==> config.mk <==
export PLATFORM = sky130hd
export DESIGN_NAME = mbe_front
export DESIGN_NICKNAME = d
export VERILOG_FILES = /design/src/rtl/mbe_pkg.sv /design/src/rtl/mbe_front.sv
export SDC_FILE = /design/constraint.sdc
export NUM_CORES = 2
export LEC_CHECK = 0
export BUFFER_PORTS_ARGS = -buffer_cell sky130_fd_sc_hd__buf_2
export CAP_MARGIN = 30
export CORE_ASPECT_RATIO = 0.8
export CORE_MARGIN = 5
export CORE_UTILIZATION = 40
export DETAILED_ROUTE_END_ITERATION = 7
export PLACE_DENSITY = 0.59
export RECOVER_POWER = 50
export SLEW_MARGIN = 20
export SYNTH_ARGS = -nofsm -noshare
export SYNTH_HDL_FRONTEND = slang
export SYNTH_SLANG_ARGS = --single-unit
export TNS_END_PERCENT = 30
==> constraint.sdc <==
create_clock -name clock -period 8.7 [get_ports clock]
set_input_delay 0.435 -clock clock [delete_from_list [all_inputs] [get_ports clock]]
set_output_delay 0.435 -clock clock [all_outputs]
set_load 0.005 [all_outputs]
==> src/rtl/mbe_pkg.sv <==
// Shared types, constants and helpers for the Mandelbrot escape-time block.
// Used by the front end, the point queue, the iteration engine and the top level.
`default_nettype none

package mbe_pkg;

   localparam int WORD_BITS      = 32;
   localparam int WIDE_BITS      = 64;
   localparam int LIMIT_BITS     = 16;
   localparam int CSR_INDEX_BITS = 3;
   localparam int QUEUE_DEPTH    = 4;

   localparam logic [CSR_INDEX_BITS-1:0] CSR_REAL_START = 3'd0;
   localparam logic [CSR_INDEX_BITS-1:0] CSR_IMAG_START = 3'd1;
   localparam logic [CSR_INDEX_BITS-1:0] CSR_REAL_STEP  = 3'd2;
   localparam logic [CSR_INDEX_BITS-1:0] CSR_IMAG_STEP  = 3'd3;
   localparam logic [CSR_INDEX_BITS-1:0] CSR_ITER_LIMIT = 3'd4;

   localparam logic signed [WORD_BITS-1:0] RESET_REAL_START = -32'sd536870912;
   localparam logic signed [WORD_BITS-1:0] RESET_IMAG_START = -32'sd536870912;
   localparam logic signed [WORD_BITS-1:0] RESET_REAL_STEP  = 32'sd13421773;
   localparam logic signed [WORD_BITS-1:0] RESET_IMAG_STEP  = 32'sd26843546;
   localparam logic [LIMIT_BITS-1:0]       RESET_ITER_LIMIT = 16'd1000;

   typedef struct packed {
      logic signed [WORD_BITS-1:0] real_start;
      logic signed [WORD_BITS-1:0] imag_start;
      logic signed [WORD_BITS-1:0] real_step;
      logic signed [WORD_BITS-1:0] imag_step;
   } map_cfg_type;

   typedef struct packed {
      logic signed [WORD_BITS-1:0] re;
      logic signed [WORD_BITS-1:0] im;
   } point_type;

   localparam logic signed [WIDE_BITS-1:0] WORD_MAX = 64'sh0000_0000_7FFF_FFFF;
   localparam logic signed [WIDE_BITS-1:0] WORD_MIN = -64'sh0000_0000_8000_0000;

   function automatic logic signed [WORD_BITS-1:0] sat_word(
      input logic signed [WIDE_BITS-1:0] v);
      logic signed [WORD_BITS-1:0] r;
      if (v > WORD_MAX) begin
         r = WORD_MAX[WORD_BITS-1:0];
      end else if (v < WORD_MIN) begin
         r = WORD_MIN[WORD_BITS-1:0];
      end else begin
         r = v[WORD_BITS-1:0];
      end
      return r;
   endfunction

   function automatic logic signed [WIDE_BITS-1:0] sext_word(
      input logic signed [WORD_BITS-1:0] v);
      return {{(WIDE_BITS-WORD_BITS){v[WORD_BITS-1]}}, v};
   endfunction

endpackage

`default_nettype wire

==> src/rtl/mbe_front.sv <==
// Front end: accepts pixel requests and maps them to the complex point c.
// Depends on mbe_pkg for the mapping configuration and point types.
`default_nettype none

module mbe_front
   import mbe_pkg::*;
#(
   parameter int COORD_BITS = 10
) (
   input  wire logic                  clock,
   input  wire logic                  reset,
   input  wire map_cfg_type           cfg,
   input  wire logic                  in_valid,
   output logic                       in_ready,
   input  wire logic [COORD_BITS-1:0] in_column,
   input  wire logic [COORD_BITS-1:0] in_row,
   output logic                       out_valid,
   input  wire logic                  out_ready,
   output point_type                  out_point
);

   localparam int PROD_W = COORD_BITS + 1 + WORD_BITS;

   logic                     valid_ff;
   logic signed [PROD_W-1:0] prod_re_ff;
   logic signed [PROD_W-1:0] prod_im_ff;
   logic signed [PROD_W-1:0] prod_re_in;
   logic signed [PROD_W-1:0] prod_im_in;
   logic signed [WIDE_BITS-1:0] sum_re;
   logic signed [WIDE_BITS-1:0] sum_im;

   assign in_ready  = !valid_ff || out_ready;
   assign out_valid = valid_ff;

   always_comb begin
      prod_re_in = $signed({1'b0, in_column}) * cfg.real_step;
      prod_im_in = $signed({1'b0, in_row}) * cfg.imag_step;
      sum_re = sext_word(cfg.real_start)
             + {{(WIDE_BITS-PROD_W){prod_re_ff[PROD_W-1]}}, prod_re_ff};
      sum_im = sext_word(cfg.imag_start)
             + {{(WIDE_BITS-PROD_W){prod_im_ff[PROD_W-1]}}, prod_im_ff};
      out_point.re = sat_word(sum_re);
      out_point.im = sat_word(sum_im);
   end

   always_ff @(posedge clock) begin
      if (reset) begin
         valid_ff <= 1'b0;
      end else if (in_valid && in_ready) begin
         valid_ff <= 1'b1;
      end else if (out_ready) begin
         valid_ff <= 1'b0;
      end
   end

   always_ff @(posedge clock) begin
      if (in_valid && in_ready) begin
         prod_re_ff <= prod_re_in;
         prod_im_ff <= prod_im_in;
      end
   end

endmodule

`default_nettype wire

==> reports/metrics.cfg <==
[detailed_routing]
vias_per_cell=5.125
drc=0
num_vias=23400
drtIter0Drc=1524
postRouteAntennaNets=0
routedWlPerCell_um=18.19
wl_mm=83.08
first_pass_iters=5

[power_and_ir_drop]
netSwitchingFraction_pct=53.77
leakage_nw=15.80
internal_power_mw=6.320
power_frac_clock_pct=3.2
power_mw=13.67
p_seq_share_pct=9.0
comb_power_share_pct=87.8
power_density_mw_per_mm2=424.2
p_switching_mw=7.352
ir_drop_mv=0.2502

[setup_path]
crit_chain=clkbuf_1, buf_4, nand2_1, fa_1, fa_1, inv_1, fa_1, fa_1, inv_1, fa_1, inv_1, ha_1, nand2_1, nor2_1, nand3_1, nor4bb_1, nor2_1, a31o_2, o211ai_1, a31oi_1, o31ai_1, a21oi_1, xnor2_1
cp_max_fo=18
cp.arrival_ns=7.21
cpLargestDelayFamily=adder cells
worst-path-buf-inv=5
path_common_cell=fa_1
start_kind=input port
crit_path_end_kind=flop
critical_path_class=in2reg
crit_slowest_cell=clkbuf_1
critPathRequiredTime_ns=8.86
max_stage_delay_ns=0.82

[sta]
tightest_slew_ns=2.834
max_freq_mhz=141.9
tns_ns=0
maxSlewViolCount=154
fin_crit_ns=7.047
period_share_pct=81.00
hold_viol=0
slew_headroom_pct=-88.94
setup_viol=0
rsz0062_at_grt=no
fin_skew_ns=0.01981

[yosys]
synthesis.instances=3467
ys_ff_latch=87
syn-num-nets=4439
ys_seq_area_share_pct=8.632
synth_cell_types=82
ys_warn_count=0
synth-edff-count=86
syn_avg_cell_area_sq_um=8.696
ys_async_sr_fraction_pct=0
synthesis.area_sq_mm=0.03015
synthFlopType=edfxtp_1

[die]
ioPinCount=218
dieArea_sq_mm=0.08100
initial_utilization_pct=40.14
fp.dieH_um=255.6
coreArea_sq_mm=0.07511
die_x_um=316.9
num_rows=90

[global_route]
grt_pass1_vias=24070
grt_overflow=0
grt_max_degree=45
gr-usage-all-layers_pct=20.79
antenna_found_initial=17
grt_first_pass_wirelength_mm=134.2

[layout]
regArea_sq_mm=0.002603
synthToLayoutAreaGrowth_pct=6.893
multiInputGateArea_sq_mm=0.02443
num-fill-cells=7576
layout-drive-gt1-share_pct=7.362
fin_nets=4512
layout.cells.non_filler=4566

[clock_tree]
cts_resized=0
hold_buffers=0
cts_buffers=9
post_cts.repair.setup_buffers=0
cts_num_sinks=87
htree_levels=3
cts.root.buffer_cell=clkbuf_16
clock_latency_ns=0.38
clock_path_buffers=2
clk_pin_slew_worst_paths_ns=0.08
cts_tree=done

[status]
outcome=finished, violations left
violations=capacitance limit, slew limit

[worst_hold_path]
hold_class=in2reg

[place]
place_inst=4541
port_buffers=217
gp_congestion=0.9196
dp_hpwl_mm=69.34

[job]
maxCapViolations=4

power by group through the flow:
stage          clock (mW)  combinational (mW)  sequential [mW]
2_1_floorplan           0                8.83             1.20
3_3_place_gp            0                11.9             1.24
3_5_place_dp            0                11.9             1.24
4_1_cts             0.451                12.0             1.24
5_1_grt             0.463                13.6             1.25
6_report            0.433                12.0             1.24
metrics by stage:
step	utilization (%)	hold slack, ns	worst slack (ns)	area [sq um]
5_1_grt	42.89	0.1863	1.178	32220
2_1_floorplan	-	0.5041	2.529	30150
4_1_cts	42.95	0.1689	1.871	32260
6_report	42.91	0.1998	1.653	32230
3_5_place_dp	42.53	0.5110	1.458	31940
3_3_place_gp	42.53	0.5067	1.528	31940
worst register-to-register path, stage by stage, from the launching register on:
cell	delay, ns
dfxtp_1	0.31
nand2b_1	0.10
and2_0	2.04
clkbuf_1	1.96
cell usage after synthesis, types with 40 or more instances:
library cell  instances  area [sq um]
xor2_1               56         490.5
a21o_1               75         563.0
edfxtp_1             86          2582
xnor2_1              99         867.1
a21oi_1             167         835.8
o21ai_0             134         670.6
nand2_1             463          1738
inv_1               656          2462
nor2_1               79         296.5
ha_1                272          3403
clkbuf_1            139         521.8
nand3_1              40         200.2
fa_1                548         10970
and2_1              289          1808
sequential cells by signal, summed over array words and instances (netlist names):
signal      flops
prod_im_ff     43
prod_re_ff     43
out_valid       1
cell usage in the layout, fill, tap and decap left out, types with 86 or more instances in the layout:
cell	count
nand2_1	463
o21ai_0	135
ha_1	272
xnor2_1	99
buf_2	208
inv_1	656
fa_1	548
and2_1	283
edfxtp_1	86
a21oi_1	167
logic make-up (layout without fill, tap and decap cells):
group / count (synthesis) / count (layout) / share of synthesized area [%]
DFF: 87 / 87 / 8.632
other: 0 / 9 / 0
adders and majority gates: 820 / 820 / 47.68
muxes: 1 / 1 / 0.03320
buffers and inverters: 819 / 897 / 10.33
and+or+nand+nor: 1016 / 1016 / 16.54
AOI/OAI and AO/OA: 569 / 569 / 12.28
xor gates and xnor gates: 155 / 155 / 4.503
cell type report:
cell class	instances	share of cell area, %
multi-input combinational	2561	75.79
clock buffer	9	0.6988
sequential	87	8.075
clock inverter	7	0.2951
inverter	656	7.641
tap	1012	3.929
timing repair buffer	225	3.498
antenna	9	0.06988
layer usage:
layer	track usage, %	vias up	part of all wire [%]
met5	0	-	0.051
met4	5.095	8	2.1
met3	4.274	101	7.2
met2	29.56	656	41
met1	32.29	11540	50
li1	-	11090	-
final timing paths:
check,slack (ns),startpoint,to,depth (start not counted)
setup / recovery,1.65,in_row[2],prod_im_ff[42]$_DFFE_PP_,23
setup reg to reg,3.78,out_valid$_SDFFE_PP0P_,prod_re_ff[38]$_DFFE_PP_,3
hold reg to reg,0.52,out_valid$_SDFFE_PP0P_,out_valid$_SDFFE_PP0P_,2
hold / removal,0.20,reset,out_valid$_SDFFE_PP0P_,2
Power figures use the tool's default switching activity.
