[config.mk]
export PLATFORM = sky130hd
export DESIGN_NAME = mbe_queue
export DESIGN_NICKNAME = d
export VERILOG_FILES = /design/src/rtl/mbe_pkg.sv /design/src/rtl/mbe_queue.sv
export SDC_FILE = /design/constraint.sdc
export NUM_CORES = 1
export LEC_CHECK = 0
export ABC_CLOCK_PERIOD_IN_PS = 2580
export CORE_MARGIN = 10
export CORE_UTILIZATION = 62
export CTS_CLUSTER_DIAMETER = 30
export DETAILED_ROUTE_END_ITERATION = 7
export DONT_BUFFER_PORTS = 1
export PLACE_DENSITY = 0.75
export SYNTH_ARGS = -nofsm -noshare
export SYNTH_HDL_FRONTEND = slang
export SYNTH_SLANG_ARGS = --single-unit
[constraint.sdc]
create_clock -name clock -period 2.58 [get_ports clock]
set_input_delay 0.645 -clock clock [delete_from_list [all_inputs] [get_ports clock]]
set_output_delay 0.645 -clock clock [all_outputs]
set_load 0.005 [all_outputs]
[src/rtl/mbe_pkg.sv]
// Shared types, constants and helpers for the Mandelbrot escape-time block.
// Used by the front end, the point queue, the iteration engine and the top level.
`default_nettype none

package mbe_pkg;

   localparam int WORD_BITS      = 32;
   localparam int WIDE_BITS      = 64;
   localparam int LIMIT_BITS     = 16;
   localparam int CSR_INDEX_BITS = 3;
   localparam int QUEUE_DEPTH    = 4;

   localparam logic [CSR_INDEX_BITS-1:0] CSR_REAL_START = 3'd0;
   localparam logic [CSR_INDEX_BITS-1:0] CSR_IMAG_START = 3'd1;
   localparam logic [CSR_INDEX_BITS-1:0] CSR_REAL_STEP  = 3'd2;
   localparam logic [CSR_INDEX_BITS-1:0] CSR_IMAG_STEP  = 3'd3;
   localparam logic [CSR_INDEX_BITS-1:0] CSR_ITER_LIMIT = 3'd4;

   localparam logic signed [WORD_BITS-1:0] RESET_REAL_START = -32'sd536870912;
   localparam logic signed [WORD_BITS-1:0] RESET_IMAG_START = -32'sd536870912;
   localparam logic signed [WORD_BITS-1:0] RESET_REAL_STEP  = 32'sd13421773;
   localparam logic signed [WORD_BITS-1:0] RESET_IMAG_STEP  = 32'sd26843546;
   localparam logic [LIMIT_BITS-1:0]       RESET_ITER_LIMIT = 16'd1000;

   typedef struct packed {
      logic signed [WORD_BITS-1:0] real_start;
      logic signed [WORD_BITS-1:0] imag_start;
      logic signed [WORD_BITS-1:0] real_step;
      logic signed [WORD_BITS-1:0] imag_step;
   } map_cfg_type;

   typedef struct packed {
      logic signed [WORD_BITS-1:0] re;
      logic signed [WORD_BITS-1:0] im;
   } point_type;

   localparam logic signed [WIDE_BITS-1:0] WORD_MAX = 64'sh0000_0000_7FFF_FFFF;
   localparam logic signed [WIDE_BITS-1:0] WORD_MIN = -64'sh0000_0000_8000_0000;

   function automatic logic signed [WORD_BITS-1:0] sat_word(
      input logic signed [WIDE_BITS-1:0] v);
      logic signed [WORD_BITS-1:0] r;
      if (v > WORD_MAX) begin
         r = WORD_MAX[WORD_BITS-1:0];
      end else if (v < WORD_MIN) begin
         r = WORD_MIN[WORD_BITS-1:0];
      end else begin
         r = v[WORD_BITS-1:0];
      end
      return r;
   endfunction

   function automatic logic signed [WIDE_BITS-1:0] sext_word(
      input logic signed [WORD_BITS-1:0] v);
      return {{(WIDE_BITS-WORD_BITS){v[WORD_BITS-1]}}, v};
   endfunction

endpackage

`default_nettype wire

[src/rtl/mbe_queue.sv]
// Short queue of mapped points between the front end and the iteration engine.
// Depends on mbe_pkg for the point type and queue depth.
`default_nettype none

module mbe_queue
   import mbe_pkg::*;
(
   input  wire logic      clock,
   input  wire logic      reset,
   input  wire logic      push_valid,
   output logic           push_ready,
   input  wire point_type push_point,
   output logic           pop_valid,
   input  wire logic      pop_ready,
   output point_type      pop_point
);

   localparam int PTR_W = $clog2(QUEUE_DEPTH);
   localparam int CNT_W = PTR_W + 1;
   localparam logic [CNT_W-1:0] FULL_COUNT = CNT_W'(QUEUE_DEPTH);

   point_type        mem [QUEUE_DEPTH];
   logic [PTR_W-1:0] wr_ptr_ff;
   logic [PTR_W-1:0] rd_ptr_ff;
   logic [CNT_W-1:0] count_ff;
   logic             push;
   logic             pop;

   assign push_ready = (count_ff != FULL_COUNT);
   assign pop_valid  = (count_ff != '0);
   assign push       = push_valid && push_ready;
   assign pop        = pop_valid && pop_ready;
   assign pop_point  = mem[rd_ptr_ff];

   always_ff @(posedge clock) begin
      if (reset) begin
         wr_ptr_ff <= '0;
         rd_ptr_ff <= '0;
         count_ff  <= '0;
      end else begin
         if (push) begin
            wr_ptr_ff <= (wr_ptr_ff == PTR_W'(QUEUE_DEPTH - 1)) ? '0 : wr_ptr_ff + 1'b1;
         end
         if (pop) begin
            rd_ptr_ff <= (rd_ptr_ff == PTR_W'(QUEUE_DEPTH - 1)) ? '0 : rd_ptr_ff + 1'b1;
         end
         if (push && !pop) begin
            count_ff <= count_ff + 1'b1;
         end else if (pop && !push) begin
            count_ff <= count_ff - 1'b1;
         end
      end
   end

   always_ff @(posedge clock) begin
      if (push) begin
         mem[wr_ptr_ff] <= push_point;
      end
   end

endmodule

`default_nettype wire

==> impl_metrics.ini, run 1 <==
[die]
die_h_um = 145.0
fp-row-count = 45
die_w_um = 145.0
dieArea_um2 = 21030
start_util_pct = 63.51
core_area_um2 = 15260
io_pins = 134

[final_layout]
syn_to_final_growth_pct = 18.95
layout_common_cells = 256 x edfxtp_1, 64 x mux4_2, 45 x clkbuf_16
drive_gt1_share_pct = 34.37
fin_area_um2 = 11530
diodes = 0
multi_input_area_um2 = 1745
final_common_cell = edfxtp_1
fillCellCount = 795
nets = 493
fin_util_pct = 75.55
regArea_um2 = 7875

[pwr]
power_density_nw_per_um2 = 1122
ir_drop_mv = 1.506
p_leak_nw = 3.689

[worst_setup_path]
r2r_slack_ns = 0.15
cp.arrival_ns = 1.83
start_kind = flip-flop
setup.worst_path.class = reg2out
crit_chain = buf_4 > mux4_2
cp_slowest_cell = mux4_2
required_ns = 1.93
ff2ff_path_depth = 8
crit_path_max_incr_delay_ns = 0.61
reg2reg_from = count_ff[0]$_SDFFE_PP0P_
r2r_end = count_ff[2]$_SDFFE_PP0P_
crit_fanout = 18
endpoint_kind = primary output

[route]
antenna_left = 0
vias = 4099
drt_iter0_markers = 305
wirelength_mm = 18.21
routedWlPerCell_um = 27.50
routed_via_density = 6.192
drc_errors = 0
firstDrtPassIters = 4

[clock_tree]
cts_tree = yes
cts_sinks = 265
cts_buffers = 42
clock_latency_ns = 0.51
clk_pin_slew_worst_paths_ns = 0.05
h-tree-depth = 2
max-clock-path-buffers = 3
clockRootBuffer = clkbuf_16
holdBufCountCts = 0

[placed_design]
io_buffer_count = 0
gp_congestion = 0.7110
place_area_um2 = 10000
dp_hpwl_mm = 9.982

[timing]
skew_ns = 0.01051
fmax_ghz = 0.4039
fin_tns_setup_ns = 0
slew_headroom_pct = 32.92
slew_viol_final = 0
finalSetupViolations = 0
hold_viol = 0
worst_pin_slew_ns = 1.006
fin_crit_ns = 2.476
rsz0062_at_grt = true
fin_crit_sh_pct = 95.98

[yosys]
synth_ff_type = edfxtp_1
syn-mean-instance-area_um2 = 25.37
synth-seq-cells = 265
synth_edf_count = 256
synth_cell_types = 27
ys_warn_count = 0
netlist_area_um2 = 9691
syn_inst = 382
synth-seq-area-share_pct = 81.19
syn_nets = 457
synth.largest_area_cell = edfxtp_1
netlist.area_leader.share_pct = 79.33
synth_area_leaders = edfxtp_1 79%, mux4_2 15%, dfxtp_1 1.9%, ha_1 0.77%, buf_4 0.46%
async_reset_ff_share_pct = 0

[global_routing]
grtUsageTotal_pct = 17.39
overflow = 0
antenna_found_initial = 0
grt_pass1_vias = 4462
grt_pass1_wl_mm = 28.08
grt_max_degree = 65

[hold_path]
hold_path.class = in2reg
holdCritStartpoint = reset
whs_path_depth = 1
hold_end = count_ff[1]$_SDFFE_PP0P_

[run]
drv_cap = 0

[outcome]
status = complete, no violations
==> critical path, delay by kind of cell (launching register included) <==
family	cells	cell delay (ns)
buffers and inverters	1	0.34
DFF	1	0.37
muxes	1	0.61
==> cell usage after synthesis (all sizes together) (2+ instances only) <==
cell type,n
a21oi,2
buf,13
xor2,2
and3,4
o31ai,2
mux2i,3
edfxtp,256
or3,3
clkbuf,3
nor2,3
nand2b,2
inv,3
ha,6
mux4,64
dfxtp,9
==> logic make-up after synthesis <==
kind of cell             count (synthesis)  synth area share (%)
flip-flops                             265                 81.19
multiplexers                            67                 15.18
buffers and inverters                   19                 1.007
AND/OR/NAND/NOR                         17                 1.097
adder cells (fa/ha/maj)                  7                0.9813
AO/OA/AOI/OAI                            5                0.3615
XOR/XNOR                                 2                0.1808
==> per-stage QoR <==
step	hold slack [ns]	std cells	setup WS (ns)	total power [mW]
2_1_floorplan	0.4634	382	0.3910	6.696
3_5_place_dp	0.5167	585	0.1853	7.144
5_1_grt	0.1958	662	0.009844	13.42
6_report	0.2108	662	0.1038	12.93
3_3_place_gp	0.4804	585	0.3057	7.107
4_1_cts	0.1889	662	0.04389	13.09
==> layer usage <==
layer | wire (um) | up-vias | track usage (%)
met5 | 0 | - | 0
met4 | 345 | 0 | 5.822
met1 | 6786 | 2178 | 20.71
met2 | 9105 | 175 | 27.56
met3 | 1969 | 32 | 8.072
li1 | - | 1714 | -
==> worst max path at each step <==
stage                          endpoint  cells after the start  slack (ns)
6_report                  pop_point[41]                      2        0.10
5_1_grt                   pop_point[56]                      2        0.01
4_1_cts                   pop_point[49]                      2        0.04
3_5_place_dp   count_ff[2]$_SDFFE_PP0P_                      7        0.19
3_3_place_gp   count_ff[2]$_SDFFE_PP0P_                      7        0.31
2_1_floorplan  count_ff[2]$_SDFFE_PP0P_                      7        0.39
==> registers in the layout (all words and copies together) (netlist names), named ones only <==
name,cells
wr_ptr_ff,2
count_ff,3
rd_ptr_ff,2
mem,256
==> power breakdown <==
group / internal (mW) / switching [mW]
Combinational: 0.758 / 0.896
Sequential: 5.24 / 0.168
Clock: 3.97 / 1.90
==> layout make-up <==
class / instances / share of cell area [%]
clock buffers: 48 / 9.866
inverters: 3 / 0.09769
multi-input cells: 98 / 15.14
flip-flops and latches: 265 / 68.32
well taps: 211 / 2.290
clock inverters: 29 / 3.267
repair buffers: 8 / 1.020
==> repair_timing <==
action                                  CTS  global route
endpoints found under the setup margin    0            11
setup buffers                             0             0
gates resized for setup                   0             2
(Power assumes the default switching activity.)
==> run 2: changes to the inputs <==
--- a/config.mk
+++ b/config.mk
@@ -6,8 +6,10 @@
 export NUM_CORES = 1
 export LEC_CHECK = 0
 export ABC_CLOCK_PERIOD_IN_PS = 2580
+export CELL_PAD_IN_SITES_DETAIL_PLACEMENT = 0
+export CELL_PAD_IN_SITES_GLOBAL_PLACEMENT = 1
 export CORE_MARGIN = 10
-export CORE_UTILIZATION = 62
+export CORE_UTILIZATION = 55
 export CTS_CLUSTER_DIAMETER = 30
 export DETAILED_ROUTE_END_ITERATION = 7
 export DONT_BUFFER_PORTS = 1
==> impl_metrics.ini, run 2 (synthesis gave the netlist of run 1 again) <==
[clock_tree]
cts_tree = yes
h-tree-depth = 2
clk_pin_slew_worst_paths_ns = 0.05
clock_latency_ns = 0.50
clockRootBuffer = clkbuf_16
holdBufCountCts = 0
cts_buffers = 42
cts_sinks = 265
max-clock-path-buffers = 3

[worst_setup_path]
r2r_end = count_ff[2]$_SDFFE_PP0P_
crit_fanout = 33
crit_chain = buf_12 > mux4_2
ff2ff_path_depth = 8
start_kind = flip-flop
cp_slowest_cell = dfxtp_4
crit_path_max_incr_delay_ns = 0.57
crit_family = flip-flops
path_buf_inv = 1
setup.worst_path.class = reg2out
endpoint_kind = primary output
required_ns = 1.93
cp.arrival_ns = 1.76
reg2reg_from = count_ff[0]$_SDFFE_PP0P_
r2r_slack_ns = 0.19

[timing]
finalSetupViolations = 0
slew_viol_final = 0
skew_ns = 0.01221
slew_headroom_pct = 71.04
rsz0062_at_grt = false
worst_pin_slew_ns = 0.4345
fin_tns_setup_ns = 0
fin_crit_sh_pct = 93.35
fin_crit_ns = 2.408
hold_viol = 0
fmax_ghz = 0.4152
worst_slack_ns = 0.1717

[final_layout]
nets = 498
final_common_cell = edfxtp_1
layout_common_cells = 256 x edfxtp_1, 64 x mux4_2, 43 x clkbuf_16
regMostFlops = mem
fin_area_um2 = 11500
syn_to_final_growth_pct = 18.71
drive_gt1_share_pct = 33.11
largest_reg_flops = 256
reg_top3 = mem x256, count_ff x3
diodes = 0

[die]
start_util_pct = 56.03
die_h_um = 152.7
dieArea_um2 = 23330
die_w_um = 152.7
fp-row-count = 48
core_area_um2 = 17300
io_pins = 134

[global_routing]
grt_pass1_wl_mm = 28.57
grt_pass1_vias = 4452
antenna_found_initial = 0
grtUsageTotal_pct = 16.01
grt_max_degree = 40
overflow = 0

[route]
wirelength_mm = 18.61
routed_via_density = 5.925
drt_iter0_markers = 300
antenna_left = 0
vias = 4035
firstDrtPassIters = 4
routedWlPerCell_um = 27.33
drc_errors = 0

[hold_path]
whs_path_depth = 1
holdCritStartpoint = reset
hold_end = count_ff[1]$_SDFFE_PP0P_
hold_path.class = in2reg

[placed_design]
dp_hpwl_mm = 11.10
gp_congestion = 0.7104
io_buffer_count = 0
dp_slack_ns = 0.1050
place_area_um2 = 10120

[run]
drv_cap = 0

[pwr]
power_mw = 12.52
power_density_nw_per_um2 = 1088
p_leak_nw = 3.672
ir_drop_mv = 0.8304

[outcome]
status = complete, no violations
==> run 2: cell types whose count changed in the layout (fill, tap and decap cells not counted), sizes merged <==
| cell | previous run | this run |
|---|---|---|
| bufinv | 8 | 5 |
| inv | 3 | 6 |
| buf | 8 | 13 |
| clkbuf | 48 | 50 |
| clkinvlp | 6 | 3 |
| clkinv | 15 | 16 |
==> run 2: area by class of cell <==
class / count / area (um2)
Clock buffer: 50 / 1102
Clock inverter: 27 / 277.8
Fill cell: 1067 / 5793
Inverter: 3 / 11.26
Multi-Input combinational cell: 98 / 1745
Sequential cell: 265 / 7875
Tap cell: 225 / 281.5
Timing Repair Buffer: 13 / 210.2
==> run 2: worst max path at each step <==
stage                              from                       end  slack, ns  cells after the start
2_1_floorplan  count_ff[0]$_SDFFE_PP0P_  count_ff[2]$_SDFFE_PP0P_       0.39                      7
3_3_place_gp   count_ff[0]$_SDFFE_PP0P_  count_ff[2]$_SDFFE_PP0P_       0.27                      7
3_5_place_dp   count_ff[0]$_SDFFE_PP0P_  count_ff[2]$_SDFFE_PP0P_       0.11                      7
4_1_cts        count_ff[1]$_SDFFE_PP0P_  count_ff[2]$_SDFFE_PP0P_       0.06                      7
5_1_grt        count_ff[0]$_SDFFE_PP0P_  count_ff[2]$_SDFFE_PP0P_       0.04                      8
6_report                      flip-flop             pop_point[26]       0.17                      2
==> run 2: routing by layer <==
| layer | vias to the layer above | part of all wire, % | global-route usage (%) |
|---|---|---|---|
| met2 | 154 | 51 | 25.55 |
| met1 | 2137 | 37 | 18.58 |
| li1 | 1721 | - | - |
| met5 | - | 0 | 0 |
| met4 | 0 | 1.7 | 5.223 |
| met3 | 23 | 10 | 7.931 |
==> run 2: what timing repair did <==
action | in CTS | in global routing
buffers inserted | 0 | 0
setup endpoints to repair | 0 | 1
hold endpoints to repair | 0 | 0
gates resized for setup | 0 | 1
==> run 2: through the flow <==
stage	hold WS (ns)	util (%)	cells
2_1_floorplan	0.4634	-	382
3_3_place_gp	0.4698	58.50	604
3_5_place_dp	0.4780	58.50	604
4_1_cts	0.1937	66.48	681
5_1_grt	0.1923	66.51	681
6_report	0.2158	66.51	681
==> run 2: power breakdown <==
part	internal (mW)	switching, mW
Clock	3.55	1.84
Sequential	5.23	0.163
Combinational	0.818	0.911
==> run 3: changes to the inputs <==
--- a/config.mk
+++ b/config.mk
@@ -6,10 +6,8 @@
 export NUM_CORES = 1
 export LEC_CHECK = 0
 export ABC_CLOCK_PERIOD_IN_PS = 2580
-export CELL_PAD_IN_SITES_DETAIL_PLACEMENT = 0
-export CELL_PAD_IN_SITES_GLOBAL_PLACEMENT = 1
 export CORE_MARGIN = 10
-export CORE_UTILIZATION = 55
+export CORE_UTILIZATION = 62
 export CTS_CLUSTER_DIAMETER = 30
 export DETAILED_ROUTE_END_ITERATION = 7
 export DONT_BUFFER_PORTS = 1
==> constraint.sdc (replaced) <==
create_clock -name clock -period 2.58 [get_ports clock]
set_input_delay 0.645 -clock clock [delete_from_list [all_inputs] [get_ports clock]]
set_output_delay 0.645 -clock clock [all_outputs]
set_load 0.02 [all_outputs]
==> impl_metrics.ini, run 3 (synthesis gave the netlist of run 1 again) <==
[worst_setup_path]
crit_path_max_incr_delay_ns = 0.65
required_ns = 1.93
endpoint_kind = primary output
r2r_slack_ns = 0.28
cp.arrival_ns = 1.80
cp_slowest_cell = mux4_2
setup.worst_path.class = reg2out
crit_chain = buf_12 > mux4_2
start_kind = flip-flop
crit_fanout = 26

[global_routing]
grt_pass1_vias = 4358
grt_pass1_wl_mm = 27.63
antenna_found_initial = 0
grtUsageTotal_pct = 16.99
grt_max_degree = 65
overflow = 0

[timing]
fin_crit_sh_pct = 94.85
slew_headroom_pct = 32.37
fmax_ghz = 0.4087
slew_viol_final = 0
finalSetupViolations = 0
fin_tns_setup_ns = 0
rsz0062_at_grt = false
fin_crit_ns = 2.447
worst_pin_slew_ns = 1.014
hold_viol = 0
skew_ns = 0.01260

[route]
routed_via_density = 6.117
wirelength_mm = 17.84
routedWlPerCell_um = 27.11
drc_errors = 0
vias = 4025
drt_iter0_markers = 205
firstDrtPassIters = 5
antenna_left = 0

[placed_design]
dp_hpwl_mm = 9.915
io_buffer_count = 0
place_area_um2 = 9998
gp_congestion = 0.7211

[clock_tree]
max-clock-path-buffers = 3
h-tree-depth = 2
clockRootBuffer = clkbuf_16
cts_sinks = 265
cts_tree = yes
clock_latency_ns = 0.51
clk_pin_slew_worst_paths_ns = 0.05
cts_buffers = 41

[final_layout]
multi_input_area_um2 = 1745
fin_area_um2 = 11360
final_common_cell = edfxtp_1
reg_top3 = mem x256, count_ff x3
fillCellCount = 831
diodes = 0
drive_gt1_share_pct = 32.66
layout_common_cells = 256 x edfxtp_1, 64 x mux4_2, 41 x clkbuf_16
regMostFlops = mem
largest_reg_flops = 256
regArea_um2 = 7875
nets = 490
syn_to_final_growth_pct = 17.21

[pwr]
p_leak_nw = 3.612
power_density_nw_per_um2 = 1135
ir_drop_mv = 0.8896

[die]
die_w_um = 145.0
die_h_um = 145.0
dieArea_um2 = 21030
io_pins = 134
start_util_pct = 63.51
core_area_um2 = 15260
fp-row-count = 45

[run]
drv_cap = 0

[outcome]
status = complete, no violations

[hold_path]
hold_path.class = in2reg
-- run 3: per-stage QoR --
stage               setup WS, ns  hold slack [ns]  std cells  power (mW)  util [%]
finish                    0.1329           0.2139        658       12.90     74.44
global route             0.04416           0.2037        658       13.36     74.44
CTS                      0.08693           0.1979        658       13.05     74.41
detailed placement        0.1311           0.5028        583       7.695     65.53
global placement          0.2935           0.4798        583       7.632     65.53
floorplan                 0.3399           0.4634        382       7.181         -
-- run 3: power by group --
part / switching, mW / internal (mW)
registers: 0.162 / 5.24
logic: 1.38 / 0.806
clock network: 1.86 / 3.44
total: 3.41 / 9.49
-- run 3: area by class of cell --
class                      instances  area share [%]
tap                              211           2.324
clock buffer                      45           9.165
clock inverter                    30           2.765
sequential                       265           69.33
inverter                           3         0.09914
timing repair buffer               6          0.9473
multi-input combinational         98           15.37
-- run 3: worst max-delay path: cells and delay by family, from the launching register on --
kind                   cells  cell delay [ns]
multiplexers               1             0.65
buffers and inverters      1             0.24
flip-flops                 1             0.39
-- run 3: what timing repair did --
action	CTS	global route
setup endpoints to repair	0	1
setup buffers	0	0
gates resized for setup	0	1
hold buffers	0	0
-- run 3: path summary, 6_finish.rpt --
check / start / to / depth (start not counted)
hold / removal: reset / flip-flop / 1
hold reg to reg: rd_ptr_ff[0]$_SDFFE_PP0P_ / flip-flop / 2
setup reg to reg: count_ff[1]$_SDFFE_PP0P_ / count_ff[2]$_SDFFE_PP0P_ / 7
setup / recovery: flip-flop / pop_point[53] / 2
-- run 3: layer usage --
layer | vias to the layer above | part of all wire [%] | global-route usage, %
li1 | 1718 | - | -
met1 | 2116 | 36 | 19.81
met2 | 162 | 51 | 26.87
met3 | 29 | 12 | 8.910
met4 | 0 | 1.8 | 5.158
met5 | - | 0 | 0
